### config.mk
export PLATFORM = sky130hd
export DESIGN_NAME = lkc_cell
export DESIGN_NICKNAME = d
export VERILOG_FILES = /design/src/design/lkc_pkg.sv /design/src/design/lkc_cell.sv
export SDC_FILE = /design/constraint.sdc
export NUM_CORES = 1
export LEC_CHECK = 0
export BUFFER_PORTS_ARGS = -buffer_cell sky130_fd_sc_hd__buf_2
export CAP_MARGIN = 20
export CORE_AREA = 2 2 236 238
export DETAILED_ROUTE_END_ITERATION = 7
export DIE_AREA = 0 0 238 240
export PLACE_DENSITY = 0.3
export SLEW_MARGIN = 20
export SYNTH_ARGS = -nofsm -noshare
export SYNTH_HDL_FRONTEND = slang
export SYNTH_SLANG_ARGS = --single-unit
### constraint.sdc
create_clock -name clock -period 4.79 [get_ports clock]
set_input_delay 0.2395 -clock clock [delete_from_list [all_inputs] [get_ports clock]]
set_output_delay 0.2395 -clock clock [all_outputs]
set_load 0.1 [all_outputs]
### src/design/lkc_pkg.sv
// Shared constants and types of the LRU keyed cache.
// No dependencies; every other design file imports this package.
package lkc_pkg;

   localparam int LKC_ENTRIES      = 16;
   localparam int LKC_PAYLOAD_BITS = 64;
   localparam int KEY_BITS         = 64;
   localparam int WORD_BITS        = 64;
   localparam int FUNC_BITS        = 2;
   localparam int STATUS_BITS      = 3;
   localparam int CAP_BITS         = 5;
   localparam int CAP_RESET        = 16;
   // Position and count width that covers every legal ENTRIES (up to 256).
   localparam int IDX_BITS         = 9;

   localparam logic [FUNC_BITS-1:0] FUNC_LOOKUP = 2'd0;
   localparam logic [FUNC_BITS-1:0] FUNC_FILL   = 2'd1;
   localparam logic [FUNC_BITS-1:0] FUNC_INVAL  = 2'd2;

   localparam logic [STATUS_BITS-1:0] ST_HIT     = 3'd0;
   localparam logic [STATUS_BITS-1:0] ST_MISS    = 3'd1;
   localparam logic [STATUS_BITS-1:0] ST_FILLED  = 3'd2;
   localparam logic [STATUS_BITS-1:0] ST_INVAL   = 3'd3;
   localparam logic [STATUS_BITS-1:0] ST_NOENTRY = 3'd4;

   // Command broadcast to every cell of the recency chain.
   typedef struct packed {
      logic                load;      // cell 0 takes the broadcast entry
      logic                shift_dn;  // cells 1..limit take their left neighbor
      logic                shift_up;  // cells pos..last take their right neighbor
      logic [IDX_BITS-1:0] limit;
      logic [IDX_BITS-1:0] pos;
   } cell_ctl_type;

endpackage

### src/design/lkc_cell.sv
// One slot of the recency chain: valid bit, key and payload, plus key compare.
// Position in the chain is the recency rank. Depends on lkc_pkg.
module lkc_cell import lkc_pkg::*; #(
   parameter int IDX          = 0,
   parameter int PAYLOAD_BITS = LKC_PAYLOAD_BITS
) (
   input  logic                    clock,
   input  logic                    reset,
   input  cell_ctl_type            ctl,
   input  logic [KEY_BITS-1:0]     load_key,
   input  logic [PAYLOAD_BITS-1:0] load_pay,
   input  logic [KEY_BITS-1:0]     cmp_key,
   input  logic                    left_valid,
   input  logic [KEY_BITS-1:0]     left_key,
   input  logic [PAYLOAD_BITS-1:0] left_pay,
   input  logic                    right_valid,
   input  logic [KEY_BITS-1:0]     right_key,
   input  logic [PAYLOAD_BITS-1:0] right_pay,
   output logic                    valid_o,
   output logic [KEY_BITS-1:0]     key_o,
   output logic [PAYLOAD_BITS-1:0] pay_o,
   output logic                    hit_o
);

   localparam logic [IDX_BITS-1:0] MY_IDX = IDX_BITS'(IDX);

   logic                    valid_ff, valid_in;
   logic [KEY_BITS-1:0]     key_ff, key_in;
   logic [PAYLOAD_BITS-1:0] pay_ff, pay_in;

   always_comb begin
      valid_in = valid_ff;
      key_in   = key_ff;
      pay_in   = pay_ff;
      if (ctl.load && MY_IDX == '0) begin
         valid_in = 1'b1;
         key_in   = load_key;
         pay_in   = load_pay;
      end else if (ctl.shift_dn && MY_IDX != '0 && MY_IDX <= ctl.limit) begin
         valid_in = left_valid;
         key_in   = left_key;
         pay_in   = left_pay;
      end else if (ctl.shift_up && MY_IDX >= ctl.pos) begin
         valid_in = right_valid;
         key_in   = right_key;
         pay_in   = right_pay;
      end
   end

   always_ff @(posedge clock) begin
      if (reset) begin
         valid_ff <= 1'b0;
      end else begin
         valid_ff <= valid_in;
      end
      key_ff <= key_in;
      pay_ff <= pay_in;
   end

   assign valid_o = valid_ff;
   assign key_o   = key_ff;
   assign pay_o   = pay_ff;
   assign hit_o   = valid_ff && (key_ff == cmp_key);

endmodule

# Yosys cells after proc, flatten, opt, wreduce, memory -nomap -nowiden

Index checks and enable logic that the tools add are counted.
W data, S select, Z words.

Logic and storage cells: 14
Bits in registers: 129
Output and inout port bits: 130
Input bits: 473

Order comparisons: 1
Muxes and demuxes: 6
Reductions and logical operators: 3
Equality and inequality tests: 1

Operator list:

| operator             | count |
|---|---|
| $mux W64             | 4 |
| $eq A64 B64 Y1       | 1 |
| $ge A1 B9 Y1 const A | 1 |
| $logic_and A1 B1 Y1  | 2 |
| $mux W1              | 2 |
| $reduce_bool A2 Y1   | 1 |

# Depth between registers and ports, before layout

Gate-level depths: netlist (run 1).

Depth in word-level cells: 4
Mapped depth: 6
Gate-level depth less buffers: 5

# Worst setup path before layout (run 1)

No wires, ideal clock.

Kind: input-to-reg
From: input port ctl[20] (netlist bit)
To: register key_ff[0], in the netlist key_o[0], enable pin
Stages: 2
Buffers on the path: 1
Library setup time: 497 ps
Required time: 4293 ps
Slack: 848 ps
Data arrival time: 3444 ps
Path through: buf_1 > a41o_1

Word-level cells in the longest chain between the ends: 1

Ends and longest elaborated chain:

| what                                | RTL line       | RTL |
|---|---|---|
| start: declaration                  | lkc_cell.sv:9  | `input cell_ctl_type ctl,` |
| $reduce_bool A2 Y1 (no source line) | --             |  |
| end signal: assignment              | lkc_cell.sv:56 | `key_ff <= key_in;` |
| end: declaration                    | lkc_cell.sv:28 | `logic [KEY_BITS-1:0] key_ff, key_in;` |

No other way between the ends.
A chain may end at the register's enable or synchronous reset.

# Worst setup path after layout (run 1)

From: register key_ff[58], in the netlist key_o[58]
To: output port hit_o

Word-level cells in the longest chain between the ends: 2

Ends and longest elaborated chain:

| what                | RTL line       | RTL |
|---|---|---|
| $eq A64 B64 Y1      | lkc_cell.sv:63 | `assign hit_o = valid_ff && (key_ff == cmp_key);` |
| $logic_and A1 B1 Y1 | lkc_cell.sv:63 |  |
| end: declaration    | lkc_cell.sv:22 | `output logic hit_o` |

No other way between the ends.

==> results.yml, run 1 <==
worst_hold_path:
  hold_path_depth: 2
  hp-class: "primary input to flip-flop"
setup_path:
  start_kind: "flip-flop"
  cp.depth: 7
  worstSetupEndpointType: "output port"
  crit_chain: "xnor2_1 > nand4_1 > nor4_1 > buf_4 > nand3_1 > nor4_2 > buf_2"
  crit_family: "simple AND/OR/NAND/NOR gates"
  r2r-end: "valid_o"
  reg2reg_depth: 2
  critical_path_buf_inv_count: 2
  cp-endpoint: "hit_o"
  worstPathArrival_ns: 3.11
  critPathMaxFanout: 2
  worstSetupPathType: "flip-flop to output port"
  required_ns: 4.55
  r2r_slack_ns: 4.14
  r2r-start: "valid_o"
  startpoint: "key_o[58]"
  cp_slowest_cell: "edfxtp_1"
  critPathMaxStageDelay_ns: 0.51
floorplanning:
  die_x_um: 238
  initial_core_util: 0.112
  core_area_sq_um: 54700
  die-area_sq_um: 57100
  ios: 603
  std_cell_rows: 86
  chipHeight_um: 240
grt:
  grt.total_usage: 0.0888
  grt_max_degree: 131
  antenna_found_initial: 7
  use_met3: 0.0504
  overflow: 0
  grt_use_met1: 0.0953
  grt_most_used_layer: "met2"
  grt_pass1_vias: 5187
  grt_pass1_wl_um: 35200
  grt_use_met2: 0.146
routing:
  wire_per_inst_um: 16.5
  num_vias: 4955
  wirelength_um: 25700
  drt_iter0_drc: 139
  via_per_inst: 3.18
  detail-route-antenna-nets: 0
  drc: 0
  dr.pass1.iters: 4
yosys:
  ys_seq_elements: 129
  yosys.cell_types.count: 20
  syn-num-nets: 842
  synthCells: 369
  syn_area_per_cell_sq_um: 16.6
  yosysWarnings: 0
  synth_seq_area_share: 0.631
  netlist_area_sq_um: 6120
sta:
  fin_setup_tns_ns: 0
  fin_crit_ns: 3.35
  drv_slew: 0
  tightestPinTransition_ns: 0.816
  rsz0062_at_grt: "false"
  fin_crit_sh: 0.700
  hold_violations: 0
  clock-skew-final_ns: 0
  max-slew-margin-rel: 0.456
  setup_ws_ns: 1.44
  setup_viol: 0
  fmax_mhz: 298
cts:
  cts_buffer_depth: 2
  cts_setup_buffers: 0
  clk_pin_slew_ns: 0.06
  cts_root_buf: "clkbuf_16"
  clk_latency_ns: 0.46
  clock_sinks: 129
  cts_buffers: 17
  cts_tree: "yes"
  htreeDepth: 4
power:
  ir_worst_vdd_uv: 242
  power_mw: 3.98
  p_leak_nw: 4.16
  p_per_area_nw_per_um2: 401
run_status:
  status: "completed"
final_layout:
  nFillCells: 6134
  nNetsFinal: 1315
  synthToLayoutAreaGrowth_pct: 62.0
  drive_gt1_frac: 0.729
placed_design:
  dp.final_hpwl_um: 20300
  place.gp.congestion: 0.676
  port_buffers: 463
  dp_slack_ns: 1.64
job:
  cap_viol_max_count: 0
==> cells by family after synthesis <==
kind of cell,count (synthesis),synth area share
buffers and inverters,17,0.0125
multiplexers,128,0.235
AND/OR/NAND/NOR,28,0.0274
XOR/XNOR,62,0.0887
flip-flops,129,0.631
AO/OA/AOI/OAI,5,0.00531
==> cell usage after synthesis (all sizes together) <==
cell,instances,area share
nor2,2,0.0012
dfxtp,1,0.0033
nand2,2,0.0012
o21ai,3,0.0025
a22oi,1,0.0012
inv,3,0.0018
nand4,6,0.0061
nand3,2,0.0016
mux2,128,0.24
a41o,1,0.0016
nor4,14,0.015
nor3,1,0.00082
xor2,42,0.060
edfxtp,128,0.63
xnor2,20,0.029
buf,13,0.010
clkbuf,1,0.00061
or3,1,0.0010
==> per-stage QoR <==
stage | util | hold slack (ns) | cell area, sq um | std cells
after detailed placement | 0.171 | 0.403 | 9320 | 1525
after global placement | 0.171 | 0.405 | 9320 | 1525
final | 0.182 | 0.0649 | 9920 | 1560
after floorplan | - | 0.312 | 6120 | 369
after CTS | 0.181 | 0.000465 | 9910 | 1557
after global routing | 0.181 | 0.0309 | 9910 | 1557
==> worst min path at each step <==
stage | startpoint | end | slack, ns
after floorplan | reset | valid_o | 0.31
final | load_pay[11] | pay_o[11] | 0.06
after CTS | load_pay[33] | pay_o[33] | 0.0005
after detailed placement | reset | valid_o | 0.40
after global placement | reset | valid_o | 0.41
after global routing | load_pay[11] | pay_o[11] | 0.03
==> layer usage <==
layer	wire length [um]	part of all wire
met5	24	0.00093
met4	376	0.015
met3	3110	0.12
met2	12100	0.47
met1	10100	0.39
==> layout make-up <==
class	instances	area, sq um	area share
timing repair buffer	468	2390	0.241
inverter	3	11.3	0.00113
sequential	129	3860	0.389
clock inverter	13	146	0.0148
tap	704	881	0.0888
antenna	3	7.51	0.000757
multi-input combinational	223	2200	0.221
clock buffer	17	425	0.0429
==> what timing repair did <==
item	4_1_cts	5_1_grt
endpoints found under the hold margin	2	0
resized for setup	0	0
hold buffers	2	0
setup endpoints to repair	0	0
==> power breakdown <==
group          total (mW)  switching, mW  internal [mW]
registers            1.42         0.0502           1.37
clock network        1.34          0.539          0.800
logic                1.23          0.946          0.279
==> state kept, by name, summed over array words and instances (netlist names) <==
name and cells:
key_o 64, valid_o 1, pay_o 64
==> cells in the final DEF (no fill, tap or decap), drive strengths merged, types with 3 or more instances in the layout <==
| cell | Yosys | final |
|---|---|---|
| edfxtp | 128 | 128 |
| inv | 3 | 3 |
| nand4 | 6 | 6 |
| buf | 13 | 466 |
| clkinvlp | 0 | 3 |
| clkinv | 0 | 7 |
| xor2 | 42 | 42 |
| nor4 | 14 | 14 |
| xnor2 | 20 | 20 |
| bufinv | 0 | 3 |
| mux2 | 128 | 128 |
| diode | 0 | 3 |
| o21ai | 3 | 3 |
| clkbuf | 1 | 17 |
No activity file was read; power rests on OpenSTA's default activity.
==> inputs of run 2 (changes only) <==
- ABC_AREA: unset -> 1
- CORE_AREA: 2 2 236 238 -> 2 2 234 236
- DIE_AREA: 0 0 238 240 -> 0 0 236 238
- PLACE_DENSITY: 0.3 -> 0.31
- clock period: 4.79 -> 3.15 ns (I/O delays scaled with it)
==> run 2 against run 1 <==
Net effect: critical path depth is 1 higher; worst setup slack worse by 1.0 ns; final area increased by 30%; combinational power rose by 83%; final cell count rose by 43%; die area down 1.7%; register-to-register slack worse by 1.8 ns; largest cell class is now non-clock buffers; highest routed layer unchanged.
==> results.yml, run 2 <==
sta:
  fin_crit_sh: 0.863
  hold_violations: 0
  rsz0062_at_grt: "false"
  setup_viol: 0
  drv_slew: 0
  fin_crit_ns: 2.72
  tightestPinTransition_ns: 0.675
  clock-skew-final_ns: 0
  max-slew-margin-rel: 0.550
  fmax_mhz: 368
  fin_hold_ws_ns: 0.0605
  fin_setup_tns_ns: 0
routing:
  wire_per_inst_um: 15.2
  num_vias: 7743
  wirelength_um: 34000
  detail-route-antenna-nets: 0
  via_per_inst: 3.47
  drc: 0
  dr.pass1.iters: 4
  drt_iter0_drc: 221
floorplanning:
  core_area_sq_um: 53500
  ios: 603
  die-area_sq_um: 56200
  chipHeight_um: 238
  die_x_um: 236
  initial_core_util: 0.123
  std_cell_rows: 85
worst_hold_path:
  hp-class: "primary input to flip-flop"
  hold_path_depth: 3
yosys:
  netlist_area_sq_um: 6590
  yosysWarnings: 0
  yosys-top-cells-count: "nand2_1 (485), edfxtp_1 (128), inv_1 (74)"
  synth_seq_area_share: 0.586
  ys_seq_elements: 129
  synth_top_area_cell: "edfxtp_1"
  syn_area_per_cell_sq_um: 8.22
  netlist.area_leader.share: 0.583
  yosys-top-cells-area: "edfxtp_1 (58%), nand2_1 (28%), inv_1 (4.2%), xnor2_1 (2.5%), buf_2 (2.0%)"
  syn-num-nets: 1275
  yosys.cell_types.count: 20
  synth_top_flop_cell: "edfxtp_1"
  async_flop_share: 0
  synth_edf_count: 128
  synthCells: 802
  yosysMostFrequentCell: "nand2_1"
placed_design:
  dp_cells: 1941
  port_buffers: 463
  place.gp.congestion: 0.803
  dp.final_hpwl_um: 27100
setup_path:
  r2r_slack_ns: 2.31
  start_kind: "flip-flop"
  worstPathArrival_ns: 2.56
  crit_top_cell: "nor2_1"
  reg2reg_depth: 3
  critPathMaxStageDelay_ns: 0.46
  critPathMaxFanout: 2
  worstSetupEndpointType: "output port"
  required_ns: 2.99
  cp_slowest_cell: "buf_2"
  worstSetupPathType: "flip-flop to output port"
  crit_chain: "xnor2_1 > nand2_1 > nor2_1 > nand2_1 > nor2_1 > nand3_1 > nor2_1 > buf_2"
power:
  power_mw: 6.47
  p_per_area_nw_per_um2: 503
  p_leak_nw: 6.41
  ir_worst_vdd_uv: 407
run_status:
  status: "completed"
grt:
  grt_max_degree: 59
  antenna_found_initial: 8
  overflow: 0
  grt_use_met2: 0.206
  grt_pass1_vias: 8025
  grt_most_used_layer: "met2"
  use_met3: 0.0492
  grt.total_usage: 0.122
  grt_use_met1: 0.140
  grt_pass1_wl_um: 49000
cts:
  htreeDepth: 4
  cts_buffer_depth: 2
  ctsResizeCount: 0
  clk_latency_ns: 0.48
  clk_pin_slew_ns: 0.07
  clock_sinks: 129
  cts_root_buf: "clkbuf_16"
  cts_tree: "yes"
  cts_buffers: 17
final_layout:
  drive_gt1_frac: 0.328
  synthToLayoutAreaGrowth_pct: 95.3
  nNetsFinal: 1993
  final_common_cell: "nand2_1"
  fin_util: 0.241
  mostFrequentLayoutCells: "nand2_1 (485), buf_2 (462), dlygate4sd3_1 (256), edfxtp_1 (128), inv_1 (74)"
  nFillCells: 5972
  final_cells: 2231
job:
  cap_viol_max_count: 0
[run 2: layout make-up]
cell class / instances / area, sq um / area share
repair buffers: 727 / 4950 / 0.385
inverters: 75 / 284 / 0.0221
well taps: 696 / 871 / 0.0676
clock inverters: 12 / 133 / 0.0103
clock buffers: 20 / 447 / 0.0347
multi-input cells: 570 / 2320 / 0.180
flip-flops and latches: 129 / 3860 / 0.300
diodes: 2 / 5.00 / 0.000389
[run 2: worst paths after layout]
path / from / end
hold / removal: load_key[37] / key_o[37]
setup reg to reg: valid_o / valid_o
hold reg to reg: valid_o / valid_o
setup / recovery: key_o[4] / hit_o
[run 2: what timing repair did]
action	in CTS	in global routing
endpoints found under the hold margin	129	0
setup endpoints to repair	0	0
hold buffers	256	0
setup buffers	0	0
[run 2: per-stage QoR]
step	worst slack (ns)	area (sq um)
after CTS	0.136	12900
after floorplan	0.0937	6600
after detailed placement	0.716	9730
after global placement	0.735	9730
final	0.431	12900
after global routing	0.0859	12900
[run 2: critical path: cells and delay by family (launching register included)]
family / cells / cell delay (ns)
xor+xnor: 1 / 0.34
buf+inv: 1 / 0.46
flops: 1 / 0.41
simple gates: 6 / 0.86
[run 2: cell families (layout without fill, tap and decap cells)]
logic type	after synthesis	after routing	synth area share
other cells	0	2	0
flops	129	129	0.586
buf+inv	103	834	0.0638
xor+xnor	21	21	0.0279
compound gates	22	22	0.0192
simple gates	527	527	0.303
[run 2: where the power goes]
part / leakage [nW] / switching (mW) / internal [mW]
Sequential: 1.26 / 0.0916 / 2.08
Combinational: 4.88 / 1.62 / 0.638
Clock: 0.277 / 0.861 / 1.18
[run 2: per-layer routing]
metal  up-vias  part of all wire
met2       298              0.48
met3        26             0.081
met5         -           0.00079
met1      3487              0.43
met4         4             0.014
li1       3928                 -
==> inputs of run 3 (changes only) <==
- CTS_CLUSTER_DIAMETER: unset -> 50
- clock period: 3.15 -> 2.67 ns (I/O delays scaled with it)
==> run 3 against run 2 <==
Net effect: non-clock buffer count is 5 higher; sequential cell count unchanged; combinational power grew 20%; first-iteration DRC count grew 23%; core utilization increased by 0.23 points; total power increased by 17%; clock power is 15% higher; count of clock-buffer cells in the layout is 3 lower; final cell count increased by 0.40%.
==> results.yml, run 3 (synthesis gave the netlist of run 2 again) <==
grt:
  grt.total_usage: 0.121
  overflow: 0
  grt_max_degree: 130
  grt_pass1_vias: 8015
  antenna_found_initial: 15
  grt_pass1_wl_um: 48600
sta:
  clock-skew-final_ns: 0
  fin_crit_ns: 2.28
  fmax_mhz: 439
  hold_violations: 0
  setup_viol: 0
  setup_ws_ns: 0.392
  fin_crit_sh: 0.853
  tightestPinTransition_ns: 0.735
  drv_slew: 0
  max-slew-margin-rel: 0.510
  rsz0062_at_grt: "false"
  fin_hold_ws_ns: 0.0967
cts:
  clock_sinks: 129
  cts_buffer_depth: 2
  cts_buffers: 17
  cts_tree: "yes"
  clk_latency_ns: 0.47
  htreeDepth: 4
  clk_pin_slew_ns: 0.06
  cts_root_buf: "clkbuf_16"
setup_path:
  crit_family: "simple AND/OR/NAND/NOR gates"
  worstSetupPathType: "flip-flop to output port"
  required_ns: 2.54
  crit_chain: "xnor2_2 > nand2_1 > nor2_1 > nand2_1 > nor2_1 > nand3_1 > nor2_2 > buf_4"
  cp_slowest_cell: "edfxtp_1"
  critPathMaxStageDelay_ns: 0.46
  worstPathArrival_ns: 2.14
  startpoint: "key_o[16]"
  r2r-start: "valid_o"
  start_kind: "flip-flop"
  critPathMaxFanout: 2
  worstSetupEndpointType: "output port"
  critical_path_buf_inv_count: 1
floorplanning:
  die-area_sq_um: 56200
  chipHeight_um: 238
  ios: 603
  initial_core_util: 0.123
  die_x_um: 236
  std_cell_rows: 85
  core_area_sq_um: 53500
power:
  ir_worst_vdd_uv: 503
  p_leak_nw: 6.45
  p_per_area_nw_per_um2: 583
worst_hold_path:
  hp-class: "primary input to flip-flop"
  min_from: "right_key[12]"
placed_design:
  dp_cells: 1945
  port_buffers: 463
  dp.final_hpwl_um: 26600
  dp_slack_ns: 0.483
  place.gp.congestion: 0.834
job:
  cap_viol_max_count: 0
routing:
  wire_per_inst_um: 15.1
  num_vias: 7772
  drt_iter0_drc: 272
  via_per_inst: 3.47
  drc: 0
  wirelength_um: 33800
  dr.pass1.iters: 4
  detail-route-antenna-nets: 0
final_layout:
  synthToLayoutAreaGrowth_pct: 97.2
  drive_gt1_frac: 0.334
  nNetsFinal: 1998
  final_common_cell: "nand2_1"
  fin_util: 0.243
  mostFrequentLayoutCells: "nand2_1 (485), buf_2 (461), dlygate4sd3_1 (257), edfxtp_1 (128), inv_1 (74)"
  final_cells: 2240
run_status:
  status: "completed"
==> run 3: power by group <==
group          leakage (nW)  internal [mW]  switching [mW]
clock network         0.266           1.28            1.05
logic                  4.93          0.770            1.92
registers              1.26           2.45           0.104
total                  6.45           4.51            3.07
==> run 3: worst register-to-register path: cells and delay by family (launching register included) <==
family | cells | cell delay, ns
DFF | 1 | 0.33
AOI/OAI and AO/OA | 1 | 0.14
and+or+nand+nor | 1 | 0.24
buffers and inverters | 2 | 0.65
==> run 3: what timing repair did <==
action	CTS	global route
endpoints found under the hold margin	129	0
setup endpoints to repair	1	1
gates resized for setup	1	1
setup buffers	0	0
hold buffers	257	0
==> run 3: path summary, 6_finish.rpt <==
path / slack [ns] / endpoint / cells after the start
max: 0.39 / hit_o / 8
max reg2reg: 1.26 / valid_o / 4
min: 0.1 / key_o[12] / 3
min reg2reg: 1.23 / valid_o / 4
==> run 3: area by class of cell <==
type | instances | area, sq um
tap | 696 | 871
inverter | 75 | 284
sequential | 129 | 3860
antenna | 7 | 17.5
clock inverter | 14 | 134
timing repair buffer | 732 | 5050
multi-input combinational | 570 | 2360
clock buffer | 17 | 425
fill | 6032 | 40500
==> run 3: stage by stage <==
stage | power [mW] | instance area (sq um) | setup TNS (ns)
global route | 7.96 | 13000 | 0
finish | 7.58 | 13000 | 0
floorplan | 4.29 | 6630 | -25.99
CTS | 7.75 | 13000 | 0
detailed placement | 4.97 | 9840 | 0
global placement | 4.97 | 9840 | 0
==> run 3: metal layers <==
metal  GRT usage  up-vias  share of wire
li1            -     3950              -
met1       0.137     3473           0.42
met2       0.201      305           0.47
met3      0.0546       34          0.090
met4      0.0405       10          0.014
met5           0        -         0.0018
